### config.mk
export PLATFORM = sky130hd
export DESIGN_NAME = base64_stream_encoder
export DESIGN_NICKNAME = d
export VERILOG_FILES = /design/src/sv/b64e_pkg.sv /design/src/sv/base64_stream_encoder.sv /design/src/sv/b64e_front.sv /design/src/sv/b64e_queue.sv /design/src/sv/b64e_back.sv
export SDC_FILE = /design/constraint.sdc
export NUM_CORES = 1
export LEC_CHECK = 0
export ABC_CLOCK_PERIOD_IN_PS = 3000
export BUFFER_PORTS_ARGS = -buffer_cell sky130_fd_sc_hd__buf_2
export CORE_MARGIN = 2
export CORE_UTILIZATION = 55
export CTS_CLUSTER_DIAMETER = 200
export DETAILED_ROUTE_END_ITERATION = 8
export GPL_TIMING_DRIVEN = 0
export PLACE_DENSITY = 0.75
export SYNTH_ARGS = -nofsm -noshare
export SYNTH_HDL_FRONTEND = slang
export SYNTH_SLANG_ARGS = --single-unit
### constraint.sdc
create_clock -name clk -period 3 [get_ports clk]
set_input_delay 0.45 -clock clk [delete_from_list [all_inputs] [get_ports clk]]
set_output_delay 0.45 -clock clk [all_outputs]
set_load 0.02 [all_outputs]
### src/sv/b64e_pkg.sv
// Shared types, constants and the character table for the Base64 stream encoder.
// No dependencies; used by every module of the encoder.
`default_nettype none

package b64e_pkg;

    localparam logic [7:0] PadChar = 8'h3D;
    localparam int QueueDepthDefault = 2;

    // One complete 3-byte group, ready to be expanded into four characters
    typedef struct packed {
        logic [23:0] bytes;      // first byte in bits 23..16
        logic [1:0]  pad_count;  // number of trailing '=' (0..2)
        logic        last;       // group closes the message
    } group_t;

    function automatic logic [7:0] b64_char(input logic [5:0] code);
        logic [7:0] c;
        c = {2'b00, code};
        case (code) inside
            [6'd0:6'd25]:  b64_char = 8'd65 + c;
            [6'd26:6'd51]: b64_char = 8'd71 + c;
            [6'd52:6'd61]: b64_char = c - 8'd4;
            6'd62:         b64_char = 8'h2B;
            default:       b64_char = 8'h2F;
        endcase
    endfunction

endpackage

`default_nettype wire

### src/sv/base64_stream_encoder.sv
// Base64 stream encoder top level (standard alphabet, '=' padding).
// Depends on b64e_pkg, b64e_front, b64e_queue, b64e_back.
//
//   port group   dir   tdata fields (low bit up)   tlast
//   s_axis       in    data_byte[7:0]              is_final
//   m_axis       out   out_char[7:0]               out_last
//
// The emitter gives one character per cycle while m_axis is ready, four per group;
// full groups carry three bytes, and a final byte may close a shorter group.
// A group is written into the queue when its closing byte is accepted, then is loaded
// into the emitter once it is free, and its first character is registered onto m_axis.
// While m_axis stalls, the emitter holds its character; input stalls once the group
// queue is full. Reset clears the pending bytes, the queue pointers and the output valid.
`default_nettype none

module base64_stream_encoder
#(
    parameter int QueueDepth = b64e_pkg::QueueDepthDefault
)
(
    input  wire logic       clk,
    input  wire logic       rst_n,
    input  wire logic       s_tvalid,
    output logic            s_tready,
    input  wire logic [7:0] s_tdata,   // data_byte[7:0]
    input  wire logic       s_tlast,
    output logic            m_tvalid,
    input  wire logic       m_tready,
    output logic [7:0]      m_tdata,   // out_char[7:0]
    output logic            m_tlast
);

    b64e_pkg::group_t push_group, q_group;
    logic             push, pop, q_full, q_valid;

    b64e_front u_front
    (
        .clk        (clk),
        .rst_n      (rst_n),
        .in_valid   (s_tvalid),
        .in_ready   (s_tready),
        .in_byte    (s_tdata),
        .in_final   (s_tlast),
        .q_full     (q_full),
        .push       (push),
        .push_group (push_group)
    );

    b64e_queue #(.Depth(QueueDepth)) u_queue
    (
        .clk        (clk),
        .rst_n      (rst_n),
        .push       (push),
        .push_group (push_group),
        .full       (q_full),
        .pop        (pop),
        .q_valid    (q_valid),
        .q_group    (q_group)
    );

    b64e_back u_back
    (
        .clk        (clk),
        .rst_n      (rst_n),
        .q_valid    (q_valid),
        .q_group    (q_group),
        .pop        (pop),
        .out_valid  (m_tvalid),
        .out_ready  (m_tready),
        .out_char   (m_tdata),
        .out_last   (m_tlast)
    );

endmodule

`default_nettype wire

### src/sv/b64e_front.sv
// Front end of the Base64 encoder: takes input bytes and assembles 3-byte groups.
// Depends on b64e_pkg; pushes finished groups into b64e_queue.
`default_nettype none

module b64e_front
(
    input  wire logic             clk,
    input  wire logic             rst_n,
    input  wire logic             in_valid,
    output logic                  in_ready,
    input  wire logic [7:0]       in_byte,
    input  wire logic             in_final,
    input  wire logic             q_full,
    output logic                  push,
    output b64e_pkg::group_t      push_group
);

    logic [15:0] pending_bytes_reg, pending_bytes_next;
    logic [1:0]  pending_count_reg, pending_count_next;
    logic        accept;

    assign in_ready = !q_full;
    assign accept   = in_valid && in_ready;

    always_comb
    begin
        pending_bytes_next = pending_bytes_reg;
        pending_count_next = pending_count_reg;
        push               = 1'b0;
        push_group.bytes     = {pending_bytes_reg, in_byte};
        push_group.pad_count = 2'd0;
        push_group.last      = in_final;
        if (pending_count_reg[1])
        begin
            // third byte closes a full group
            push_group.bytes     = {pending_bytes_reg, in_byte};
            push_group.pad_count = 2'd0;
        end
        else if (pending_count_reg[0])
        begin
            push_group.bytes     = {pending_bytes_reg[15:8], in_byte, 8'h00};
            push_group.pad_count = 2'd1;
        end
        else
        begin
            push_group.bytes     = {in_byte, 16'h0000};
            push_group.pad_count = 2'd2;
        end
        if (accept)
        begin
            if (pending_count_reg[1] || in_final)
            begin
                push               = 1'b1;
                pending_bytes_next = 16'h0000;
                pending_count_next = 2'd0;
            end
            else if (pending_count_reg[0])
            begin
                pending_bytes_next = {pending_bytes_reg[15:8], in_byte};
                pending_count_next = 2'd2;
            end
            else
            begin
                pending_bytes_next = {in_byte, 8'h00};
                pending_count_next = 2'd1;
            end
        end
    end

    always_ff @(posedge clk or negedge rst_n)
    begin
        if (!rst_n)
        begin
            pending_bytes_reg <= 16'h0000;
            pending_count_reg <= 2'd0;
        end
        else
        begin
            pending_bytes_reg <= pending_bytes_next;
            pending_count_reg <= pending_count_next;
        end
    end

    a_count_range: assert property (@(posedge clk) disable iff (!rst_n)
        pending_count_reg != 2'd3)
        else $error("pending byte count out of range");

    a_push_closes: assert property (@(posedge clk) disable iff (!rst_n)
        push |=> pending_count_reg == 2'd0)
        else $error("group pushed but pending bytes kept");

endmodule

`default_nettype wire

### src/sv/b64e_queue.sv
// Short group queue between the front end and the character emitter.
// Depends on b64e_pkg for the group type.
`default_nettype none

module b64e_queue
#(
    parameter int Depth = b64e_pkg::QueueDepthDefault
)
(
    input  wire logic              clk,
    input  wire logic              rst_n,
    input  wire logic              push,
    input  wire b64e_pkg::group_t  push_group,
    output logic                   full,
    input  wire logic              pop,
    output logic                   q_valid,
    output b64e_pkg::group_t       q_group
);

    localparam int PtrW   = (Depth > 1) ? $clog2(Depth) : 1;
    localparam int CountW = $clog2(Depth + 1);

    b64e_pkg::group_t  entries_reg [Depth];
    logic [PtrW-1:0]   wr_ptr_reg, rd_ptr_reg;
    logic [CountW-1:0] count_reg;

    assign full    = count_reg == CountW'(Depth);
    assign q_valid = count_reg != '0;
    assign q_group = entries_reg[rd_ptr_reg];

    always_ff @(posedge clk)
    begin
        if (push)
            entries_reg[wr_ptr_reg] <= push_group;
    end

    always_ff @(posedge clk or negedge rst_n)
    begin
        if (!rst_n)
        begin
            wr_ptr_reg <= '0;
            rd_ptr_reg <= '0;
            count_reg  <= '0;
        end
        else
        begin
            if (push)
                wr_ptr_reg <= (wr_ptr_reg == PtrW'(Depth - 1)) ? '0 : wr_ptr_reg + 1'b1;
            if (pop)
                rd_ptr_reg <= (rd_ptr_reg == PtrW'(Depth - 1)) ? '0 : rd_ptr_reg + 1'b1;
            if (push && !pop)
                count_reg <= count_reg + 1'b1;
            else if (pop && !push)
                count_reg <= count_reg - 1'b1;
        end
    end

    a_no_overflow: assert property (@(posedge clk) disable iff (!rst_n)
        !(push && full && !pop))
        else $error("group pushed into full queue");

    a_no_underflow: assert property (@(posedge clk) disable iff (!rst_n)
        !(pop && !q_valid))
        else $error("group popped from empty queue");

endmodule

`default_nettype wire

### src/sv/b64e_back.sv
// Back end of the Base64 encoder: expands each group into four characters.
// Depends on b64e_pkg; pops groups from b64e_queue, drives the output register.
`default_nettype none

module b64e_back
(
    input  wire logic              clk,
    input  wire logic              rst_n,
    input  wire logic              q_valid,
    input  wire b64e_pkg::group_t  q_group,
    output logic                   pop,
    output logic                   out_valid,
    input  wire logic              out_ready,
    output logic [7:0]             out_char,
    output logic                   out_last
);

    b64e_pkg::group_t cur_reg;
    logic             cur_valid_reg, cur_valid_next;
    logic [1:0]       idx_reg, idx_next;
    logic             out_valid_reg, out_valid_next;
    logic [7:0]       out_char_reg;
    logic             out_last_reg;
    logic             advance, finishing, is_pad;
    logic [5:0]       code;
    logic [7:0]       char_sel;

    assign advance   = cur_valid_reg && (!out_valid_reg || out_ready);
    assign finishing = advance && (idx_reg == 2'd3);
    assign pop       = q_valid && (!cur_valid_reg || finishing);

    always_comb
    begin
        case (idx_reg)
            2'd0:    code = cur_reg.bytes[23:18];
            2'd1:    code = cur_reg.bytes[17:12];
            2'd2:    code = cur_reg.bytes[11:6];
            default: code = cur_reg.bytes[5:0];
        endcase
        is_pad   = ((idx_reg == 2'd3) && (cur_reg.pad_count != 2'd0))
                || ((idx_reg == 2'd2) && (cur_reg.pad_count == 2'd2));
        char_sel = is_pad ? b64e_pkg::PadChar : b64e_pkg::b64_char(code);
    end

    always_comb
    begin
        cur_valid_next = cur_valid_reg;
        idx_next       = idx_reg;
        out_valid_next = out_valid_reg;
        if (out_ready)
            out_valid_next = 1'b0;
        if (advance)
        begin
            out_valid_next = 1'b1;
            idx_next       = idx_reg + 2'd1;
            if (finishing)
                cur_valid_next = 1'b0;
        end
        if (pop)
        begin
            cur_valid_next = 1'b1;
            idx_next       = 2'd0;
        end
    end

    always_ff @(posedge clk or negedge rst_n)
    begin
        if (!rst_n)
        begin
            cur_valid_reg <= 1'b0;
            idx_reg       <= 2'd0;
            out_valid_reg <= 1'b0;
        end
        else
        begin
            cur_valid_reg <= cur_valid_next;
            idx_reg       <= idx_next;
            out_valid_reg <= out_valid_next;
        end
    end

    always_ff @(posedge clk)
    begin
        if (pop)
            cur_reg <= q_group;
        if (advance)
        begin
            out_char_reg <= char_sel;
            out_last_reg <= (idx_reg == 2'd3) && cur_reg.last;
        end
    end

    assign out_valid = out_valid_reg;
    assign out_char  = out_char_reg;
    assign out_last  = out_last_reg;

    a_idx_held: assert property (@(posedge clk) disable iff (!rst_n)
        idx_reg != 2'd0 |-> cur_valid_reg)
        else $error("partly emitted group lost");

    a_last_on_fourth: assert property (@(posedge clk) disable iff (!rst_n)
        advance && cur_reg.last && idx_reg == 2'd3 |=> out_valid && out_last)
        else $error("closing character not marked last");

endmodule

`default_nettype wire

==> impl_metrics.toml, run 1 <==
[run_status]
status = "completed"

[grt]
first_global_vias = 3072
grt_usage = 0.213
grt_overflow_total = 0
grt_pass1_wl_um = 15700
grt_max_degree = 32
antenna_found_initial = 0

[floorplanning]
ios = 24
fp.dieW_um = 99.1
start_util = 0.567
num_rows = 34
die_h_um = 99.1
dieArea_um2 = 9820
core-area_um2 = 8760

[synthesis]
ys_ff_latch = 116
ys_warn_count = 0
syn_nets = 348
synthesis.area_um2 = 4970
syn_inst = 324
synth_area_per_cell_um2 = 15.3
synthTopCellsByArea = "edfxtp_1, dfrtp_1, mux2_2"
synth_ff_type = "edfxtp_1"
yosysTopAreaCell = "edfxtp_1"
synthArstFlopShare = 0.224
synth.top_cell.area_share = 0.544
ys_seq_area_frac = 0.674
synth.most_common_cell = "edfxtp_1"
ys_types = 46
synth-edff-count = 90
ys_top_cells_by_count = "edfxtp_1, mux2_2, dfrtp_1"

[worst_setup_path]
worst_path_max_delay_cell = "a222oi_1"
reg2reg_depth = 12
crit_path_end_kind = "register"
r2r-start = "u_back.idx_reg[0]"
r2r-end = "u_back.out_char[3]"
crit_family = "compound AO/OA/AOI/OAI gates"
critical_path_class = "reg2reg"
path_buf_inv = 3
crit_chain = "buf_6 > ha_4 > a222oi_1 > a21o_2 > inv_4 > ha_4 > nor2b_2 > o31ai_4 > a21boi_4 > buf_6 > a21oi_1 > o211ai_1"
cp-start-kind = "register"
crit_required_ps = 3340
path_max_fanout = 5
ff2ff_setup_slack_ps = 50
arrival_ps = 3300
cpPeakStageDelay_ps = 430

[cells_and_area]
fin_area_um2 = 6120
antenna-diode-count = 0
filler_cell_count = 561
layout-drive-gt1-share = 0.356
nets = 410
final_cells = 507
largest_reg_flops = 54
area_growth_pct = 23.1

[sta]
setup_viol = 0
holdWs_ps = 161
maxSlewViolCount = 0
fin_worst_skew_ps = 7.69
slew_headroom = 0.146
finalHoldViolations = 0
period_needed_ps = 2950
worst_pin_slew_ps = 1280
fmax_mhz = 339
min_period_over_period = 0.985
rsz0062_at_grt = "yes"

[clock_tree]
h-tree-depth = 4
clkLatencyLatePin_ps = 510
clock_path_buffers = 2
cts-buffers-inserted = 17
cts.sinks = 116
path_clk_slew_ps = 60
cts_root_buf = "clkbuf_8"
cts_tree = "built"

[pwr]
peakVddDrop_uv = 643
leakagePower_nw = 2.33
powerDensity_nw_per_um2 = 1230

[min_path]
min_from = "s_tvalid"
min_to = "u_front.pending_count_reg[1]"
whs_path_depth = 2
worstHoldPathType = "in2reg"

[job]
maxCapViolCount = 0

[routing]
ant_nets = 0
vias = 2898
drtIter0Drc = 169
drc = 0
first_pass_iters = 4
routed_via_density = 5.72
wl_per_cell_um = 18.6
routed_wl_um = 9420

[placed_design]
dp_cells = 456
portBuffers = 23
gp_congestion = 0.894
placed_cell_area_um2 = 5280
place_hpwl_um = 6000
stage by stage:
stage	setup TNS (ps)	setup slack [ps]	util	power, W
2_1_floorplan	0	84.4	-	0.00437
3_3_place_gp	-5450	-492	0.597	0.00494
3_5_place_dp	-1380	-447	0.602	0.00502
4_1_cts	0	1.47	0.684	0.00726
5_1_grt	-236	-87.2	0.698	0.00796
6_report	0	45.8	0.698	0.00754
logic make-up (layout without fill, tap and decap cells):
| logic type | Yosys count | in the layout | share of synthesized area |
|---|---|---|---|
| AOI/OAI and AO/OA | 71 | 71 | 0.118 |
| other | 1 | 1 | 0.000754 |
| xor gates and xnor gates | 6 | 6 | 0.0106 |
| muxes | 39 | 39 | 0.0893 |
| adders and majority gates | 11 | 11 | 0.0277 |
| and+or+nand+nor | 61 | 61 | 0.0632 |
| buffers and inverters | 19 | 94 | 0.0159 |
| DFF | 116 | 116 | 0.674 |
layer usage:
metal,routed length [um],up-vias,global-route usage
li1,-,1383,-
met1,4200,1435,0.272
met2,4770,62,0.343
met3,265,18,0.0539
met4,182,0,0.103
met5,0,-,0
worst max-delay path by stage:
stage                     slack (ps)  depth (start not counted)               from                  to
after floorplan                   80                         12  u_back.idx_reg[0]  u_back.out_char[2]
after global placement          -490                         12  u_back.idx_reg[0]  u_back.out_char[2]
after detailed placement        -450                         12  u_back.idx_reg[1]  u_back.out_char[2]
after CTS                          1                         12  u_back.idx_reg[0]  u_back.out_char[2]
after global routing             -90                         11  u_back.idx_reg[0]  u_back.out_char[2]
final                             50                         12  u_back.idx_reg[0]  u_back.out_char[3]
layout by cell type, fill, tap and decap left out, types with 6 or more instances in the layout:
| cell type | Yosys | layout |
|---|---|---|
| a21oi_1 | 10 | 8 |
| a222oi_1 | 6 | 6 |
| a22o_1 | 23 | 23 |
| and2_1 | 11 | 11 |
| buf_2 | 1 | 24 |
| buf_4 | 1 | 16 |
| clkbuf_1 | 7 | 7 |
| clkbuf_16 | 0 | 16 |
| dfrtp_1 | 26 | 26 |
| edfxtp_1 | 90 | 90 |
| inv_1 | 9 | 6 |
| mux2_2 | 37 | 37 |
| nand2_1 | 11 | 11 |
| nor2_1 | 18 | 18 |
| nor2b_1 | 8 | 7 |
final cells by class:
class / count / area (um^2) / share of cell area
timing repair buffer: 43 / 299 / 0.0489
inverter: 10 / 42.5 / 0.00695
buffer: 9 / 38.8 / 0.00634
clock inverter: 15 / 180 / 0.0294
sequential: 116 / 3350 / 0.548
tap: 108 / 135 / 0.0221
clock buffer: 17 / 414 / 0.0677
multi-input combinational: 189 / 1660 / 0.271
power breakdown:
group / switching (W) / internal (W) / total, W / leakage (nW)
sequential: 0.000158 / 0.00237 / 0.00253 / 1.17
clock: 0.000719 / 0.00127 / 0.00199 / 0.284
combinational: 0.00169 / 0.00133 / 0.00302 / 0.875
timing repair:
| action | CTS | global route |
|---|---|---|
| pin swaps | 8 | 13 |
| gates resized for setup | 13 | 11 |
| hold endpoints to repair | 26 | 0 |
| setup endpoints to repair | 7 | 4 |
| hold buffers | 1 | 0 |
| setup buffers | 9 | 9 |
worst reg2reg max path: stages, from the launching register on:
cell and delay (ps):
dfrtp_1 400, buf_6 130, ha_4 170, a222oi_1 430, a21o_2 330, inv_4 80
ha_4 170, nor2b_2 160, o31ai_4 240, a21boi_4 290, buf_6 130, a21oi_1 50
o211ai_1 200
(Power assumes the default switching activity.)
==> run 2: changes to the inputs <==
--- a/config.mk
+++ b/config.mk
@@ -5,6 +5,7 @@
 export SDC_FILE = /design/constraint.sdc
 export NUM_CORES = 1
 export LEC_CHECK = 0
+export ABC_AREA = 1
 export ABC_CLOCK_PERIOD_IN_PS = 3000
 export BUFFER_PORTS_ARGS = -buffer_cell sky130_fd_sc_hd__buf_2
 export CORE_MARGIN = 2
==> run 2 against run 1 <==
Combinational power shrank 4%. Highest routed layer unchanged. Die area up 3.1%. Sequential cell count did not move. Cell area is 0.63% lower.
==> impl_metrics.toml, run 2 <==
[cells_and_area]
fin_area_um2 = 6080
filler_cell_count = 621
layout-drive-gt1-share = 0.171
final_cells = 643
final_cell_mix = "nand2_1, edfxtp_1, inv_1"
area_growth_pct = 18.4
nets = 543
largest_reg_flops = 54
antenna-diode-count = 0
layout_commonest_cell = "nand2_1"

[synthesis]
synth.most_common_cell = "nand2_1"
ys_warn_count = 0
syn_nets = 498
synthTopCellsByArea = "edfxtp_1, dfrtp_1, nand2_1"
yosysTopAreaCell = "edfxtp_1"
synthArstFlopShare = 0.224
synth.top_cell.area_share = 0.526
synth_area_per_cell_um2 = 10.8
ys_types = 33
synth_ff_type = "edfxtp_1"
synth-edff-count = 90
synthesis.area_um2 = 5130
ys_top_cells_by_count = "nand2_1, edfxtp_1, inv_1"
ys_seq_area_frac = 0.653
ys_ff_latch = 116
syn_inst = 474

[sta]
slew_headroom = 0.461
setup_tns_ps = 0
worst_pin_slew_ps = 808
finalHoldViolations = 0
min_period_over_period = 0.902
rsz0062_at_grt = "no"
maxSlewViolCount = 0
fmax_mhz = 370
holdWs_ps = 172
period_needed_ps = 2710
setup_viol = 0
fin_worst_skew_ps = 11.1

[clock_tree]
cts.sinks = 116
cts_root_buf = "clkbuf_8"
cts-buffers-inserted = 17
clock_path_buffers = 2
clkLatencyLatePin_ps = 510
path_clk_slew_ps = 60
cts_tree = "built"
post-cts-setup-buffer-count = 0
h-tree-depth = 4

[pwr]
power.total_w = 0.00771
powerDensity_nw_per_um2 = 1270
leakagePower_nw = 2.66
peakVddDrop_uv = 719

[min_path]
whs_path_depth = 1
worstHoldPathType = "in2reg"
min_to = "u_queue.entries_reg[0][0]"
min_from = "s_tlast"

[job]
maxCapViolCount = 0

[worst_setup_path]
reg2reg_depth = 13
path_max_fanout = 10
path_buf_inv = 3
crit_chain = "ha_1 > inv_4 > buf_6 > nor2_1 > nor2_4 > inv_1 > ha_1 > nor2_1 > nand2_1 > nand2_1 > nand2_1 > a21oi_1 > o21ai_1"
crit_required_ps = 3250
crit_family = "simple AND/OR/NAND/NOR gates"
worst_path_max_delay_cell = "dfrtp_1"
arrival_ps = 2950
cpPeakStageDelay_ps = 410
crit_path_end_kind = "register"
ff2ff_setup_slack_ps = 290
r2r-start = "u_back.idx_reg[0]"
r2r-end = "u_back.out_char[4]"
cp-start-kind = "register"
critical_path_class = "reg2reg"
worst_path_most_repeated_cell = "nand2_1"

[floorplanning]
num_rows = 35
die_h_um = 101
dieArea_um2 = 10100
ios = 24
core-area_um2 = 9150
start_util = 0.561
fp.dieW_um = 101

[placed_design]
dp_cells = 610
portBuffers = 23
placed_cell_area_um2 = 5420
gp_congestion = 0.969
place_hpwl_um = 6900

[routing]
first_pass_iters = 6
routed_wl_um = 10000
routed_via_density = 5.28
ant_nets = 0
wl_per_cell_um = 15.6
drc = 0
vias = 3395
drtIter0Drc = 201

[grt]
grt_max_degree = 30
grt_usage = 0.220
grt_pass1_wl_um = 16700
first_global_vias = 3489
grt_overflow_total = 0
antenna_found_initial = 0

[run_status]
status = "completed"
==> run 2: cell types whose count changed in the layout (fill, tap and decap cells not counted), moves of 7 or more <==
| cell | previous run | this run |
|---|---|---|
| o22ai_1 | 1 | 24 |
| o21ai_0 | 5 | 13 |
| nor2b_1 | 7 | 0 |
| a22o_1 | 23 | 0 |
| buf_4 | 16 | 0 |
| nand2_1 | 11 | 149 |
| nand3_1 | 5 | 15 |
| nor2_2 | 0 | 9 |
| inv_1 | 6 | 55 |
| mux2_2 | 37 | 0 |
| and2_1 | 11 | 0 |
==> run 2: cell type report <==
| type | count | area (um^2) | share of cell area |
|---|---|---|---|
| buffer | 9 | 41.3 | 0.00679 |
| clock buffer | 17 | 414 | 0.0681 |
| clock inverter | 15 | 226 | 0.0372 |
| inverter | 60 | 228 | 0.0374 |
| multi-input combinational | 289 | 1520 | 0.251 |
| sequential | 116 | 3350 | 0.551 |
| tap | 111 | 139 | 0.0228 |
| timing repair buffer | 26 | 155 | 0.0255 |
==> run 2: logic make-up (layout without fill, tap and decap cells) <==
kind of cell / count (synthesis) / in the layout / share of synthesized area
AO/OA/AOI/OAI: 55 / 55 / 0.0687
XOR/XNOR: 7 / 7 / 0.0119
buffers and inverters: 69 / 127 / 0.0524
flip-flops: 116 / 116 / 0.653
adder cells (fa/ha/maj): 11 / 11 / 0.0268
AND/OR/NAND/NOR: 215 / 215 / 0.186
other: 1 / 1 / 0.000730
==> run 2: metrics by stage <==
step,setup WS [ps],utilization
finish,294,0.664
CTS,188,0.664
detailed placement,206,0.592
global placement,-58.6,0.589
floorplan,466,-
global route,112,0.664
==> run 2: metal layers <==
metal  up-vias  wire, um  global-route usage
met5         -         0                   0
met4         0       177              0.0885
met3        18       315              0.0617
met1      1627      4050               0.237
li1       1670         -                   -
met2        80      5470               0.404
==> run 2: timing repair <==
action                                  4_1_cts  5_1_grt
hold endpoints to repair                     26        0
hold buffers                                  1        0
endpoints found under the setup margin        0        3
resized for setup                             0        2
==> run 2: worst max path at each step <==
stage	start	to	slack, ps	cells past startpoint
after global placement	s_tlast	u_queue.entries_reg[0][9]	-60	5
after floorplan	u_queue.count_reg[0]	u_queue.entries_reg[1][0]	470	6
final	u_back.idx_reg[0]	u_back.out_char[4]	290	13
after detailed placement	u_back.idx_reg[0]	u_back.out_char[4]	210	14
after CTS	u_back.idx_reg[0]	u_back.out_char[4]	190	14
after global routing	u_back.idx_reg[1]	u_back.out_char[4]	110	14
==> run 2: power breakdown <==
group / switching (W) / internal, W
sequential: 0.000168 / 0.00247
combinational: 0.00202 / 0.000881
clock: 0.000725 / 0.00144
total: 0.00292 / 0.00479
==> run 3: changes to the inputs <==
--- a/config.mk
+++ b/config.mk
@@ -10,6 +10,7 @@
 export BUFFER_PORTS_ARGS = -buffer_cell sky130_fd_sc_hd__buf_2
 export CORE_MARGIN = 2
 export CORE_UTILIZATION = 55
+export CTS_BUF_LIST = sky130_fd_sc_hd__clkbuf_8
 export CTS_CLUSTER_DIAMETER = 200
 export DETAILED_ROUTE_END_ITERATION = 8
 export GPL_TIMING_DRIVEN = 0
==> run 3 against run 2 <==
Clock skew rose by 6.9 ps. Total power fell by 7.3%. Fmax rose by 0.42%. Via count fell by 0.56%. Routed wire length fell by 3.7%. Sequential cell count did not move. Cell area fell by 3.1%. Non-clock buffer count fell by 1. Critical path type unchanged. Critical endpoint unchanged. Largest power group unchanged.
==> impl_metrics.toml, run 3 (synthesis gave the netlist of run 2 again) <==
[run_status]
status = "completed"

[cells_and_area]
layout-drive-gt1-share = 0.171
layout_commonest_cell = "nand2_1"
nets = 542
area_growth_pct = 14.7
final_cell_mix = "nand2_1, edfxtp_1, inv_1"
largest_reg_flops = 54
final_cells = 642
antenna-diode-count = 0

[placed_design]
gp_congestion = 0.969
place_hpwl_um = 6900
portBuffers = 23
dp_cells = 610

[routing]
wl_per_cell_um = 15.0
routed_via_density = 5.26
ant_nets = 0
drtIter0Drc = 174
routed_wl_um = 9650
first_pass_iters = 5
vias = 3376
drc = 0

[worst_setup_path]
worst_path_max_delay_cell = "dfrtp_1"
path_max_fanout = 10
worst_path_most_repeated_cell = "nand2_1"
cp-start-kind = "register"
crit_required_ps = 3160
crit_chain = "ha_1 > inv_4 > buf_6 > nor2_1 > nor2_4 > inv_1 > ha_1 > nor2_1 > nand2_1 > nand2_1 > nand2_1 > a21oi_1 > o21ai_1"
cpPeakStageDelay_ps = 420
crit_path_end_kind = "register"
arrival_ps = 2860
critical_path_class = "reg2reg"

[clock_tree]
path_clk_slew_ps = 70
h-tree-depth = 4
clock_path_buffers = 2
cts_tree = "built"
cts.sinks = 116
clkLatencyLatePin_ps = 420
cts-buffers-inserted = 17
cts_root_buf = "clkbuf_8"

[sta]
period_needed_ps = 2690
maxSlewViolCount = 0
min_period_over_period = 0.898
setup_viol = 0
rsz0062_at_grt = "no"
slew_headroom = 0.439
fmax_mhz = 371
fin_worst_skew_ps = 18.0
worst_pin_slew_ps = 841
holdWs_ps = 30.0
finalHoldViolations = 0

[floorplanning]
ios = 24
die_h_um = 101
dieArea_um2 = 10100
core-area_um2 = 9150
start_util = 0.561
fp.dieW_um = 101
num_rows = 35

[pwr]
leakagePower_nw = 2.57
peakVddDrop_uv = 657
powerDensity_nw_per_um2 = 1210

[grt]
first_global_vias = 3405
grt_overflow_total = 0
grt_usage = 0.213
grt_max_degree = 30
grt_pass1_wl_um = 16200
antenna_found_initial = 0

[min_path]
worstHoldPathType = "in2async"

[job]
maxCapViolCount = 0
## run 3: cell types whose count changed in the layout (fill, tap and decap cells not counted), sizes merged
cell / delta
dlygate4sd3: -1
## run 3: stage by stage
stage / instance area, um^2 / worst slack (ps) / utilization / total power [W] / TNS, ps
after floorplan: 5130 / 466 / - / 0.00477 / 0
after global placement: 5390 / -58.6 / 0.589 / 0.00535 / -3070
after detailed placement: 5420 / 206 / 0.592 / 0.00550 / 0
after CTS: 5880 / 181 / 0.643 / 0.00716 / 0
after global routing: 5890 / 113 / 0.644 / 0.00766 / 0
final: 5890 / 305 / 0.644 / 0.00714 / 0
## run 3: power by group
| part | internal (W) | switching, W | leakage, nW | total [W] |
|---|---|---|---|---|
| Sequential | 0.00247 | 0.000166 | 1.18 | 0.00263 |
| Combinational | 0.000879 | 0.00200 | 1.17 | 0.00288 |
| Clock | 0.000997 | 0.000636 | 0.225 | 0.00163 |
## run 3: area by class of cell
class | instances | area (um^2)
multi-input cells | 289 | 1520
inverters | 60 | 228
clock inverters | 15 | 226
clock buffers | 17 | 234
fillers | 661 | 3260
plain buffers | 9 | 41.3
well taps | 111 | 139
repair buffers | 25 | 145
flip-flops and latches | 116 | 3350
## run 3: critical path, delay by kind of cell (launching register included)
kind,cells,cell delay (ps)
flops,1,420
fa+ha+maj,2,520
compound gates,2,210
buf+inv,3,430
simple gates,6,850
## run 3: worst paths after layout
| path | start | to | slack [ps] | cells past startpoint |
|---|---|---|---|---|
| max | u_back.idx_reg[0] | u_back.out_char[4] | 310 | 13 |
| min | rst_n | u_back.out_valid | 30 | 1 |
| max reg2reg | u_back.idx_reg[0] | u_back.out_char[4] | 310 | 13 |
| min reg2reg | u_back.out_valid | u_back.out_valid | 500 | 2 |
| max in group asynchronous | rst_n | u_front.pending_bytes_reg[11] | 2570 | 1 |
| min in group clk | s_tlast | u_queue.entries_reg[0][0] | 260 | 1 |
## run 3: timing repair
item                       in CTS  in global routing
gates resized for setup         0                  2
setup endpoints to repair       0                  4
buffers inserted                0                  0
hold buffers                    0                  0
## run 3: metal layers
layer / vias to the layer above / wire (um) / global-route usage
met2: 88 / 5160 / 0.388
met5: - / 0 / 0
met4: 0 / 200 / 0.0917
met1: 1599 / 3920 / 0.239
met3: 22 / 357 / 0.0472
li1: 1667 / - / -
